[src/hw/rtl/dqmr_pkg.sv]
// Shared types and constants for the deque with match-remove unit.
package dqmr_pkg;

  localparam int DEPTH_DEFAULT      = 16;
  localparam int DATA_WIDTH_DEFAULT = 32;
  localparam int ITEM_W             = 32;
  localparam int COUNT_W            = 5;

  typedef enum logic [2:0] {
    ACT_PUSH_FRONT = 3'd0,
    ACT_PUSH_BACK  = 3'd1,
    ACT_POP_FRONT  = 3'd2,
    ACT_POP_BACK   = 3'd3,
    ACT_REMOVE     = 3'd4,
    ACT_FIND       = 3'd5
  } action_t;

  typedef enum logic [1:0] {
    STAT_OK      = 2'd0,
    STAT_EMPTY   = 2'd1,
    STAT_FULL    = 2'd2,
    STAT_NOMATCH = 2'd3
  } status_t;

  typedef enum logic [1:0] {
    S_IDLE,
    S_EXEC,
    S_SCAN,
    S_REPORT
  } state_t;

  // controller to datapath
  typedef struct packed {
    logic load;   // capture action and item
    logic exec;   // run push/pop, build match vector
    logic step;   // advance scan position
    logic take;   // match at scan position
    logic miss;   // no entry matched
  } cmd_t;

  // datapath to controller
  typedef struct packed {
    action_t act;
    logic    empty;
    logic    hit;
    logic    scan_end;
  } stat_t;

endpackage

[src/hw/rtl/dqmr_ctrl.sv]
// Controller state machine for the deque with match-remove unit.
module dqmr_ctrl (
  input  logic          clk,
  input  logic          rst,
  input  logic          start,
  input  dqmr_pkg::stat_t stat,
  output logic          busy,
  output logic          done,
  output dqmr_pkg::cmd_t  cmd
);

  dqmr_pkg::state_t state;
  dqmr_pkg::state_t state_next;
  logic             is_search;

  assign is_search = (stat.act == dqmr_pkg::ACT_REMOVE) || (stat.act == dqmr_pkg::ACT_FIND);

  always_ff @(posedge clk) begin
    if (rst) begin
      state <= dqmr_pkg::S_IDLE;
    end else begin
      state <= state_next;
    end
  end

  always_comb begin
    state_next = state;
    case (state)
      dqmr_pkg::S_IDLE: begin
        if (start) state_next = dqmr_pkg::S_EXEC;
      end
      dqmr_pkg::S_EXEC: begin
        if (is_search && !stat.empty) state_next = dqmr_pkg::S_SCAN;
        else                         state_next = dqmr_pkg::S_REPORT;
      end
      dqmr_pkg::S_SCAN: begin
        if (stat.hit || stat.scan_end) state_next = dqmr_pkg::S_REPORT;
      end
      dqmr_pkg::S_REPORT: begin
        state_next = dqmr_pkg::S_IDLE;
      end
      default: state_next = dqmr_pkg::S_IDLE;
    endcase
  end

  always_comb begin
    cmd  = '0;
    busy = 1'b1;
    done = 1'b0;
    case (state)
      dqmr_pkg::S_IDLE: begin
        busy     = 1'b0;
        cmd.load = start;
      end
      dqmr_pkg::S_EXEC: begin
        cmd.exec = 1'b1;
        // searching an empty store fails at once
        cmd.miss = is_search && stat.empty;
      end
      dqmr_pkg::S_SCAN: begin
        cmd.take = stat.hit;
        cmd.miss = !stat.hit && stat.scan_end;
        cmd.step = !stat.hit && !stat.scan_end;
      end
      dqmr_pkg::S_REPORT: begin
        done = 1'b1;
      end
      default: begin
        busy = 1'b1;
      end
    endcase
  end

endmodule

[src/hw/rtl/dqmr_datapath.sv]
// Datapath for the deque with match-remove unit: shift-cell store, match vector, scan index.
module dqmr_datapath #(
  parameter int DEPTH      = dqmr_pkg::DEPTH_DEFAULT,
  parameter int DATA_WIDTH = dqmr_pkg::DATA_WIDTH_DEFAULT
) (
  input  logic                         clk,
  input  logic                         rst,
  input  dqmr_pkg::cmd_t               cmd,
  output dqmr_pkg::stat_t              stat,
  input  logic [2:0]                   action,
  input  logic [dqmr_pkg::ITEM_W-1:0]  item,
  output logic [dqmr_pkg::ITEM_W-1:0]  data_out,
  output logic [1:0]                   status,
  output logic [dqmr_pkg::COUNT_W-1:0] entry_count,
  output logic [dqmr_pkg::ITEM_W-1:0]  first_word,
  output logic [dqmr_pkg::ITEM_W-1:0]  last_word
);

  localparam int CNT_W = $clog2(DEPTH + 1);
  localparam int IDX_W = $clog2(DEPTH);

  logic [DATA_WIDTH-1:0] cells      [DEPTH];
  logic [DATA_WIDTH-1:0] cells_next [DEPTH];
  logic [CNT_W-1:0]      count;
  logic [CNT_W-1:0]      count_next;
  logic [CNT_W-1:0]      count_m1;
  dqmr_pkg::action_t     act;
  logic [DATA_WIDTH-1:0] key;
  logic [DATA_WIDTH-1:0] data_r;
  logic [DATA_WIDTH-1:0] data_next;
  dqmr_pkg::status_t     status_r;
  dqmr_pkg::status_t     status_next;
  logic [DEPTH-1:0]      match_vec;
  logic [DEPTH-1:0]      match_next;
  logic [IDX_W-1:0]      idx;
  logic [IDX_W-1:0]      idx_next;
  logic [IDX_W-1:0]      tail_addr;
  logic [DATA_WIDTH-1:0] tail;
  logic                  empty;
  logic                  full;

  assign count_m1  = count - CNT_W'(1);
  assign tail_addr = count_m1[IDX_W-1:0];
  assign tail      = cells[tail_addr];
  assign empty     = (count == '0);
  assign full      = (count == CNT_W'(DEPTH));

  assign stat.act      = act;
  assign stat.empty    = empty;
  assign stat.hit      = match_vec[idx];
  assign stat.scan_end = (CNT_W'(idx) == count_m1);

  always_comb begin
    cells_next  = cells;
    count_next  = count;
    data_next   = data_r;
    status_next = status_r;
    match_next  = match_vec;
    idx_next    = idx;

    if (cmd.exec) begin
      data_next   = '0;
      status_next = dqmr_pkg::STAT_OK;
      idx_next    = '0;
      for (int i = 0; i < DEPTH; i++) begin
        match_next[i] = (CNT_W'(i) < count) && (cells[i] == key);
      end
      case (act)
        dqmr_pkg::ACT_PUSH_FRONT: begin
          if (full) begin
            status_next = dqmr_pkg::STAT_FULL;
          end else begin
            for (int i = 1; i < DEPTH; i++) begin
              cells_next[i] = cells[i-1];
            end
            cells_next[0] = key;
            count_next    = count + CNT_W'(1);
          end
        end
        dqmr_pkg::ACT_PUSH_BACK: begin
          if (full) begin
            status_next = dqmr_pkg::STAT_FULL;
          end else begin
            for (int i = 0; i < DEPTH; i++) begin
              if (IDX_W'(i) == count[IDX_W-1:0]) cells_next[i] = key;
            end
            count_next = count + CNT_W'(1);
          end
        end
        dqmr_pkg::ACT_POP_FRONT: begin
          if (empty) begin
            status_next = dqmr_pkg::STAT_EMPTY;
          end else begin
            data_next = cells[0];
            for (int i = 0; i < DEPTH - 1; i++) begin
              cells_next[i] = cells[i+1];
            end
            count_next = count_m1;
          end
        end
        dqmr_pkg::ACT_POP_BACK: begin
          if (empty) begin
            status_next = dqmr_pkg::STAT_EMPTY;
          end else begin
            data_next  = tail;
            count_next = count_m1;
          end
        end
        default: begin
        end
      endcase
    end

    if (cmd.step) idx_next = idx + IDX_W'(1);

    if (cmd.take) begin
      // found word equals the key
      data_next   = key;
      status_next = dqmr_pkg::STAT_OK;
      if (act == dqmr_pkg::ACT_REMOVE) begin
        for (int i = 0; i < DEPTH - 1; i++) begin
          if (IDX_W'(i) >= idx) cells_next[i] = cells[i+1];
        end
        count_next = count_m1;
      end
    end

    if (cmd.miss) begin
      data_next   = '0;
      status_next = dqmr_pkg::STAT_NOMATCH;
    end
  end

  always_ff @(posedge clk) begin
    if (rst) begin
      count <= '0;
    end else begin
      count <= count_next;
    end
  end

  always_ff @(posedge clk) begin
    cells     <= cells_next;
    data_r    <= data_next;
    status_r  <= status_next;
    match_vec <= match_next;
    idx       <= idx_next;
    if (cmd.load) begin
      act <= dqmr_pkg::action_t'(action);
      key <= DATA_WIDTH'(item);
    end
  end

  assign data_out    = dqmr_pkg::ITEM_W'(data_r);
  assign status      = status_r;
  assign entry_count = dqmr_pkg::COUNT_W'(count);
  assign first_word  = empty ? '0 : dqmr_pkg::ITEM_W'(cells[0]);
  assign last_word   = empty ? '0 : dqmr_pkg::ITEM_W'(tail);

endmodule

[src/hw/rtl/deque_with_match_remove_unit.sv]
// Top level of the deque with match-remove unit: controller plus datapath.
//
// Raise start with action and item while busy is low; the transaction is taken on that
// edge and busy rises. The result appears on data_out, status, entry_count, first_word and
// last_word for exactly one cycle with done high, and must be captured then. Push, pop and
// unused actions go from the execute state to the report state, where done is high, and
// then free the unit. Remove and find compare all entries at once, then a scan counter
// walks the match vector one entry per cycle until the first match or the last entry
// before the report state; an empty store skips the scan.
module deque_with_match_remove_unit #(
  parameter int DEPTH      = dqmr_pkg::DEPTH_DEFAULT,
  parameter int DATA_WIDTH = dqmr_pkg::DATA_WIDTH_DEFAULT
) (
  input  logic                         clk,
  input  logic                         rst,
  input  logic                         start,
  output logic                         busy,
  input  logic [2:0]                   action,
  input  logic [dqmr_pkg::ITEM_W-1:0]  item,
  output logic                         done,
  output logic [dqmr_pkg::ITEM_W-1:0]  data_out,
  output logic [1:0]                   status,
  output logic [dqmr_pkg::COUNT_W-1:0] entry_count,
  output logic [dqmr_pkg::ITEM_W-1:0]  first_word,
  output logic [dqmr_pkg::ITEM_W-1:0]  last_word
);

  dqmr_pkg::cmd_t  cmd;
  dqmr_pkg::stat_t stat;

  dqmr_ctrl u_ctrl (
    .clk   (clk),
    .rst   (rst),
    .start (start),
    .stat  (stat),
    .busy  (busy),
    .done  (done),
    .cmd   (cmd)
  );

  dqmr_datapath #(
    .DEPTH      (DEPTH),
    .DATA_WIDTH (DATA_WIDTH)
  ) u_datapath (
    .clk         (clk),
    .rst         (rst),
    .cmd         (cmd),
    .stat        (stat),
    .action      (action),
    .item        (item),
    .data_out    (data_out),
    .status      (status),
    .entry_count (entry_count),
    .first_word  (first_word),
    .last_word   (last_word)
  );

endmodule

[config.mk]
export PLATFORM = sky130hd
export DESIGN_NAME = deque_with_match_remove_unit
export DESIGN_NICKNAME = d
export VERILOG_FILES = /design/src/hw/rtl/dqmr_pkg.sv /design/src/hw/rtl/dqmr_ctrl.sv /design/src/hw/rtl/dqmr_datapath.sv /design/src/hw/rtl/deque_with_match_remove_unit.sv
export SDC_FILE = /design/constraint.sdc
export NUM_CORES = 2
export LEC_CHECK = 0
export BUFFER_PORTS_ARGS = -buffer_cell sky130_fd_sc_hd__buf_2
export CORE_ASPECT_RATIO = 1.75
export CORE_MARGIN = 2
export CORE_UTILIZATION = 40
export DETAILED_ROUTE_END_ITERATION = 12
export GPL_TIMING_DRIVEN = 0
export PLACE_DENSITY_LB_ADDON = 0.25
export SLEW_MARGIN = 5
export SYNTH_ARGS = -nofsm -noshare
export SYNTH_HDL_FRONTEND = slang
export SYNTH_SLANG_ARGS = --single-unit
[constraint.sdc]
create_clock -name clk -period 4.7 [get_ports clk]
set_input_delay 0.94 -clock clk [delete_from_list [all_inputs] [get_ports clk]]
set_output_delay 0.94 -clock clk [all_outputs]
set_load 0.005 [all_outputs]
==> results, run 1 <==
- The overall die width is 239 µm.
- The via count of the first global-routing pass is 49700.
- In this run the deepest clock path goes through 3 buffers.
- The total congestion overflow is 861.
- The top cell type's share of synthesized area is 0.269.
- After synthesis, the share of flip-flops with an asynchronous set or reset is 0.
- Sorting the synthesized cells by area gives the leading types as sky130_fd_sc_hd__dfxtp_1, sky130_fd_sc_hd__a222oi_1, sky130_fd_sc_hd__mux4_2, sky130_fd_sc_hd__o2bb2ai_1, sky130_fd_sc_hd__edfxtp_1.
- The total nets after synthesis is 4303.
- The first-pass GRT wire length is 496000 µm.
- The buffer cell driving the clock tree root is sky130_fd_sc_hd__clkbuf_16.
- The die outline height is 416 µm.
- The CTS buffer count is 69.
- The part of the Yosys area used for sequential elements is 0.336.
- The number of synthesized flops with an enable pin is 87.
- The stage where the run came to a stop is global routing (5_1_grt).
- After legalization and detailed placement, the total HPWL measured 231000 µm.
- The leading cell type by number of instances after synthesis is sky130_fd_sc_hd__dfxtp_1.
- CTS saw 608 sinks.
- The congestion estimate from routability-driven global placement came to 1.14.
- The number of distinct library cell variants in the gate-level netlist after synthesis is 74.
- The initial utilization of the core area, before any placement, comes to 0.402.
- In this run the cell area of the synthesized design comes to 0.0388 mm².
- Ranked by instance count, the synthesized netlist is headed by sky130_fd_sc_hd__dfxtp_1, sky130_fd_sc_hd__nand2_1, sky130_fd_sc_hd__clkbuf_1, sky130_fd_sc_hd__a222oi_1, sky130_fd_sc_hd__o2bb2ai_1.
- The flip-flop and latch count after synthesis is 608.
- The clock tree synthesis step divided the H-tree into 3 levels.
- The post-synthesis instance total is 4252.
- In the global route stage, overall resource usage came out at 0.701.
- The prevailing post-synth register cell is sky130_fd_sc_hd__dfxtp_1.
- The maximum number of pins on one net before global-route repair is 24.
- 143 I/O pins were placed.
- The count of buffers added on input and output ports is 141.
- For this design, the CTS-stage hold fixing added 0 buffers.
- A synthesized cell averages 9.12 µm².
- The number of warnings printed during yosys synthesis is 0.
- The first error in the log reads "[ERROR GRT-0116] Global routing finished with congestion. Check the congestion regions in the DRC Viewer".
- The post-detailed-placement cell area is 0.0415 mm².
- The run stopped with a tool error.
- Row generation in the floorplan step produced 151 rows.
- The dominant cell type by area after synthesis is sky130_fd_sc_hd__dfxtp_1.
cell families after synthesis:
group                      count (synthesis)  synth area share
buffers and inverters                    509            0.0527
adders and majority gates                 13           0.00419
xor gates and xnor gates                 522             0.118
AOI/OAI and AO/OA                       1444             0.282
and+or+nand+nor                         1019             0.129
DFF                                      608             0.336
muxes                                    137            0.0773
per-layer routing:
metal  GRT usage  overflow
met1       0.725         2
met3       0.478         7
met2       0.882       523
met4       0.718       329
met5       0.193         0
what timing repair did:
action | in CTS
pin swaps | 22
buffers inserted | 15
resized for setup | 182
endpoints found under the setup margin | 657
per-stage QoR:
| step | hold WS, ns | worst slack [ns] | instances |
|---|---|---|---|
| floorplan | 0.475 | 0.680 | 4252 |
| CTS | 0.406 | 0.00362 | 5849 |
| detailed placement | 0.517 | -2.88 | 5711 |
| global placement | 0.509 | -3.62 | 5693 |
==> run 2, diff against run 1 <==
--- a/config.mk
+++ b/config.mk
@@ -6,12 +6,11 @@
 export NUM_CORES = 2
 export LEC_CHECK = 0
 export BUFFER_PORTS_ARGS = -buffer_cell sky130_fd_sc_hd__buf_2
-export CORE_ASPECT_RATIO = 1.75
 export CORE_MARGIN = 2
-export CORE_UTILIZATION = 40
+export CORE_UTILIZATION = 25
 export DETAILED_ROUTE_END_ITERATION = 12
 export GPL_TIMING_DRIVEN = 0
-export PLACE_DENSITY_LB_ADDON = 0.25
+export PLACE_DENSITY_LB_ADDON = 0.15
 export SLEW_MARGIN = 5
 export SYNTH_ARGS = -nofsm -noshare
 export SYNTH_HDL_FRONTEND = slang
==> run 2 against run 1 <==
The flow now finishes, with violations (design-rule violations, max-capacitance violations, max-slew violations, negative setup slack). Area after synthesis stayed put. Synthesized cell count unchanged.
==> results, run 2 <==
- The run finished, with violations left.
- The checks that failed: design-rule violations, max-capacitance violations, max-slew violations, negative setup slack.
- The overall die width is 398 µm (+66%).
- For this run, the total global-route usage over all layers was measured as 0.397.
- The count of hold-fix buffers inserted at cts is 0 (unchanged).
- Dividing the final minimum period by the clock period gives 1.09.
- The count of final hold-check violations is 0.
- The register bank with the most flops is u_datapath.cells.
- The element type at the critical path start is a register.
- The worst hold path belongs to the class input port to register.
- The routed wire length is 327000 µm.
- The first TritonRoute pass finished after 13 iterations.
- The via count of the first global-routing pass is 40900.
- Data arrives at the worst endpoint at 5.73 ns.
- The average routed wire per standard cell is 48.9 µm.
- The detail route stage leaves a number of antenna-violating nets equal to 0.
- The number of buffers between clock root and the deepest sink was 3 (unchanged).
- Routed signal wires occupy layers up through met5.
- The number of antenna violations at the first check in global routing was 61.
- The effective utilization at floorplan came to 0.252 (-0.150).
- The number of port buffers is 141 (unchanged).
- The dominant cell type by area after synthesis is sky130_fd_sc_hd__dfxtp_1.
- The simple-gate share of the synthesized area is 0.129 (unchanged).
- The sum of internal, switching and leakage power is 0.0269 W.
- The final-report setup violation count is 48.
- The area added between synthesis and finish is 21.0%.
- The multiplexer area fraction after synthesis is 0.0773 (unchanged).
- For the worst-skew pair, the clock arrives at the later sink with an insertion delay of 0.74 ns.
- The core area is 0.154 mm².
- For this block, the initial DRC count from the detailed router was 10200.
- The number of flip-flops in the largest register is 512.
- Across all setup checks in the final design, the least slack found is -0.408 ns.
- For this design the ratio of total power to cell area is 572 mW/mm².
- In the post-synthesis netlist, the biggest area contributors are sky130_fd_sc_hd__dfxtp_1, sky130_fd_sc_hd__a222oi_1, sky130_fd_sc_hd__mux4_2, sky130_fd_sc_hd__o2bb2ai_1, sky130_fd_sc_hd__edfxtp_1.
- The number of synthesized flops with an enable pin is 87 (unchanged).
- Measured against its own limit, the worst slew margin works out to -0.0307.
- The top cell type's share of synthesized area is 0.269 (unchanged).
- The synthesized-area fraction occupied by adder cells is 0.00419 (unchanged).
- The CTS buffer count came to 83 (+20%).
- The share of post-route cells with drive strength above 1 is 0.167.
- By count the netlist is led by sky130_fd_sc_hd__dfxtp_1, sky130_fd_sc_hd__nand2_1, sky130_fd_sc_hd__clkbuf_1, sky130_fd_sc_hd__a222oi_1, sky130_fd_sc_hd__o2bb2ai_1.
- The wire length on met1 is 124000 µm.
- The number of rows created at floorplan was 144 (-4.6%).
- The worst setup path is of the register to register kind.
- The core occupancy in the finished layout is 0.305.
- The smallest hold slack is 0.384 ns.
- The total nets after synthesis is 4303 (unchanged).
- By instance count, the leading cell after synthesis is sky130_fd_sc_hd__dfxtp_1.
- The maximum number of pins on one net before global-route repair is 30.
- Setup repair after global routing left no endpoint under its margin.
- For this design the static power due to leakage is 15.4 nW.
- The tree is rooted in a sky130_fd_sc_hd__clkbuf_16.
- Across the run, the number of max-cap violations was 2.
- The mean cell area of the mapped netlist is 9.12 µm² (unchanged).
- The number of remaining DRC errors is 2.
- The clock transition at the registers of the reported paths is 0.06 ns.
- In the detailed route, the total length drawn on met2 is 130000 µm.
- The worst setup path is captured at a register.
- The post-synthesis share of cell area spent on xor and xnor gates was 0.118 (unchanged).
- Across the routed clock network, the largest skew measured is 0.0364 ns.
- The prevailing post-synth register cell is sky130_fd_sc_hd__dfxtp_1.
- In this run the worst path has a maximum fanout of 10.
- At the end of the flow, the number of nets in the layout was 4609.
- TritonCTS built the clock tree.
- The total congestion overflow is 0.
- The slew of the pin with the lowest slew margin is 1.53 ns.
- The maximum resistive drop on vdd is 0.290 mV.
- The post-synthesis instance total was 4252 (unchanged).
- The routability congestion estimate is 1.05 (-7.6%).
- The post-synthesis compound-gate area fraction is 0.282 (unchanged).
- The number of distinct library cell variants in the gate-level netlist after synthesis is 74 (unchanged).
- The number of warnings printed during yosys synthesis is 0 (unchanged).
- The flip-flop and latch count after synthesis came to 608 (unchanged).
- The maximum achievable frequency is 196 MHz.
- The die outline height came to 398 µm (-4.3%).
- The total via count in the routed design is 45100.
- After detailed routing, the number of vias per cell comes to 6.73.
- The netlist area before placement is 0.0388 mm² (unchanged).
- The die covers 0.158 mm².
- Leaving out fill and tap cells, the most frequent cell in the layout is sky130_fd_sc_hd__dfxtp_1.
- The number of pins exceeding their max-slew limit in the final report is 12.
- The number of clock sinks is 608 (unchanged).
- The async set or reset register ratio after synthesis was 0 (unchanged).
- In the layout the commonest cells are sky130_fd_sc_hd__dfxtp_1, sky130_fd_sc_hd__nand2_1, sky130_fd_sc_hd__a222oi_1.
- The dominant combinational cell family by area after synthesis is compound AO/OA/AOI/OAI gates.
- The number of ports placed on the die boundary is 143 (unchanged).
- The first global-routing pass estimated 416000 µm of wire.
- The number of levels the H-tree was split into is 3 (unchanged).
- The HPWL reported at the end of detailed placement is 245000 µm (+6.0%).
- In the detailed route, the total length drawn on met3 is 42300 µm.
- The part of the Yosys area used for sequential elements was 0.336 (unchanged).
- The endpoint required time on the critical path is 5.33 ns.
- Subtracting the final worst setup slack from the clock period gives 5.11 ns.
[run 2: cell counts after synthesis]
Identical to the previous run, type by type.
[run 2: cell families after synthesis]
family | count (synthesis)
buffers and inverters | 509
multiplexers | 137
AND/OR/NAND/NOR | 1019
AO/OA/AOI/OAI | 1444
adder cells (fa/ha/maj) | 13
flip-flops | 608
XOR/XNOR | 522
[run 2: critical path, stage by stage (launching register included)]
cell	delay, ns
sky130_fd_sc_hd__dfxtp_4	0.45
sky130_fd_sc_hd__buf_12	0.14
sky130_fd_sc_hd__buf_12	0.11
sky130_fd_sc_hd__inv_1	0.09
sky130_fd_sc_hd__ha_4	0.19
sky130_fd_sc_hd__clkbuf_2	0.38
sky130_fd_sc_hd__nand4bb_2	0.53
sky130_fd_sc_hd__clkbuf_1	0.78
sky130_fd_sc_hd__clkbuf_1	0.97
sky130_fd_sc_hd__and2_1	0.87
sky130_fd_sc_hd__a222oi_1	0.20
sky130_fd_sc_hd__o21ai_0	0.26
[run 2: routing by layer]
layer	vias up	global-route usage
met2	3990	0.552
met3	1138	0.147
met5	-	0
li1	17200	-
met4	26	0.310
met1	22800	0.491
[run 2: layout make-up]
cell class / count / area, µm²
Timing Repair Buffer: 227 / 1670
Buffer: 488 / 2340
Inverter: 15 / 56.3
Sequential cell: 608 / 13100
Clock inverter: 33 / 408
Clock buffer: 117 / 2450
Tap cell: 2044 / 2560
Antenna cell: 30 / 75.1
Fill cell: 16500 / 107000
Multi-Input combinational cell: 3135 / 24300
[run 2: repair_timing]
| item | in CTS | in global routing |
|---|---|---|
| setup endpoints to repair | 625 | 127 |
| resized for setup | 155 | 21 |
| pin swaps | 15 | 5 |
| buffers inserted | 23 | 10 |
| hold endpoints to repair | 0 | 0 |
| gates cloned | 2 | 0 |
[run 2: worst paths after layout]
kind,startpoint,end,slack [ns],cells after the start
worst max-delay path,u_datapath.entry_count[0],u_datapath.cells[422],-0.41,11
worst min-delay path,item[20],u_datapath.key[20],0.38,1
worst max register to register,u_datapath.entry_count[0],u_datapath.cells[422],-0.41,11
worst min register to register,u_datapath.cells[39],u_datapath.cells[71],0.55,1
[run 2: where the power goes]
| group | switching, W | internal [W] | leakage [nW] |
|---|---|---|---|
| combinational | 0.00827 | 0.00361 | 8.99 |
| clock | 0.00289 | 0.00407 | 1.40 |
| sequential | 0.00186 | 0.00615 | 5.04 |
[run 2: stage by stage]
stage                     setup TNS, ns  setup WS (ns)  cell area [µm²]  cells
final                             -4.59         -0.408            46900   6697
after global routing                  0        0.00295            46900   6667
after CTS                             0        0.00553            46700   6658
after detailed placement       -1061.86          -3.03            43000   6488
after global placement         -1279.24          -4.27            42100   6437
after floorplan                       0          0.680            38800   4252
No activity file was read; power rests on OpenSTA's default activity.
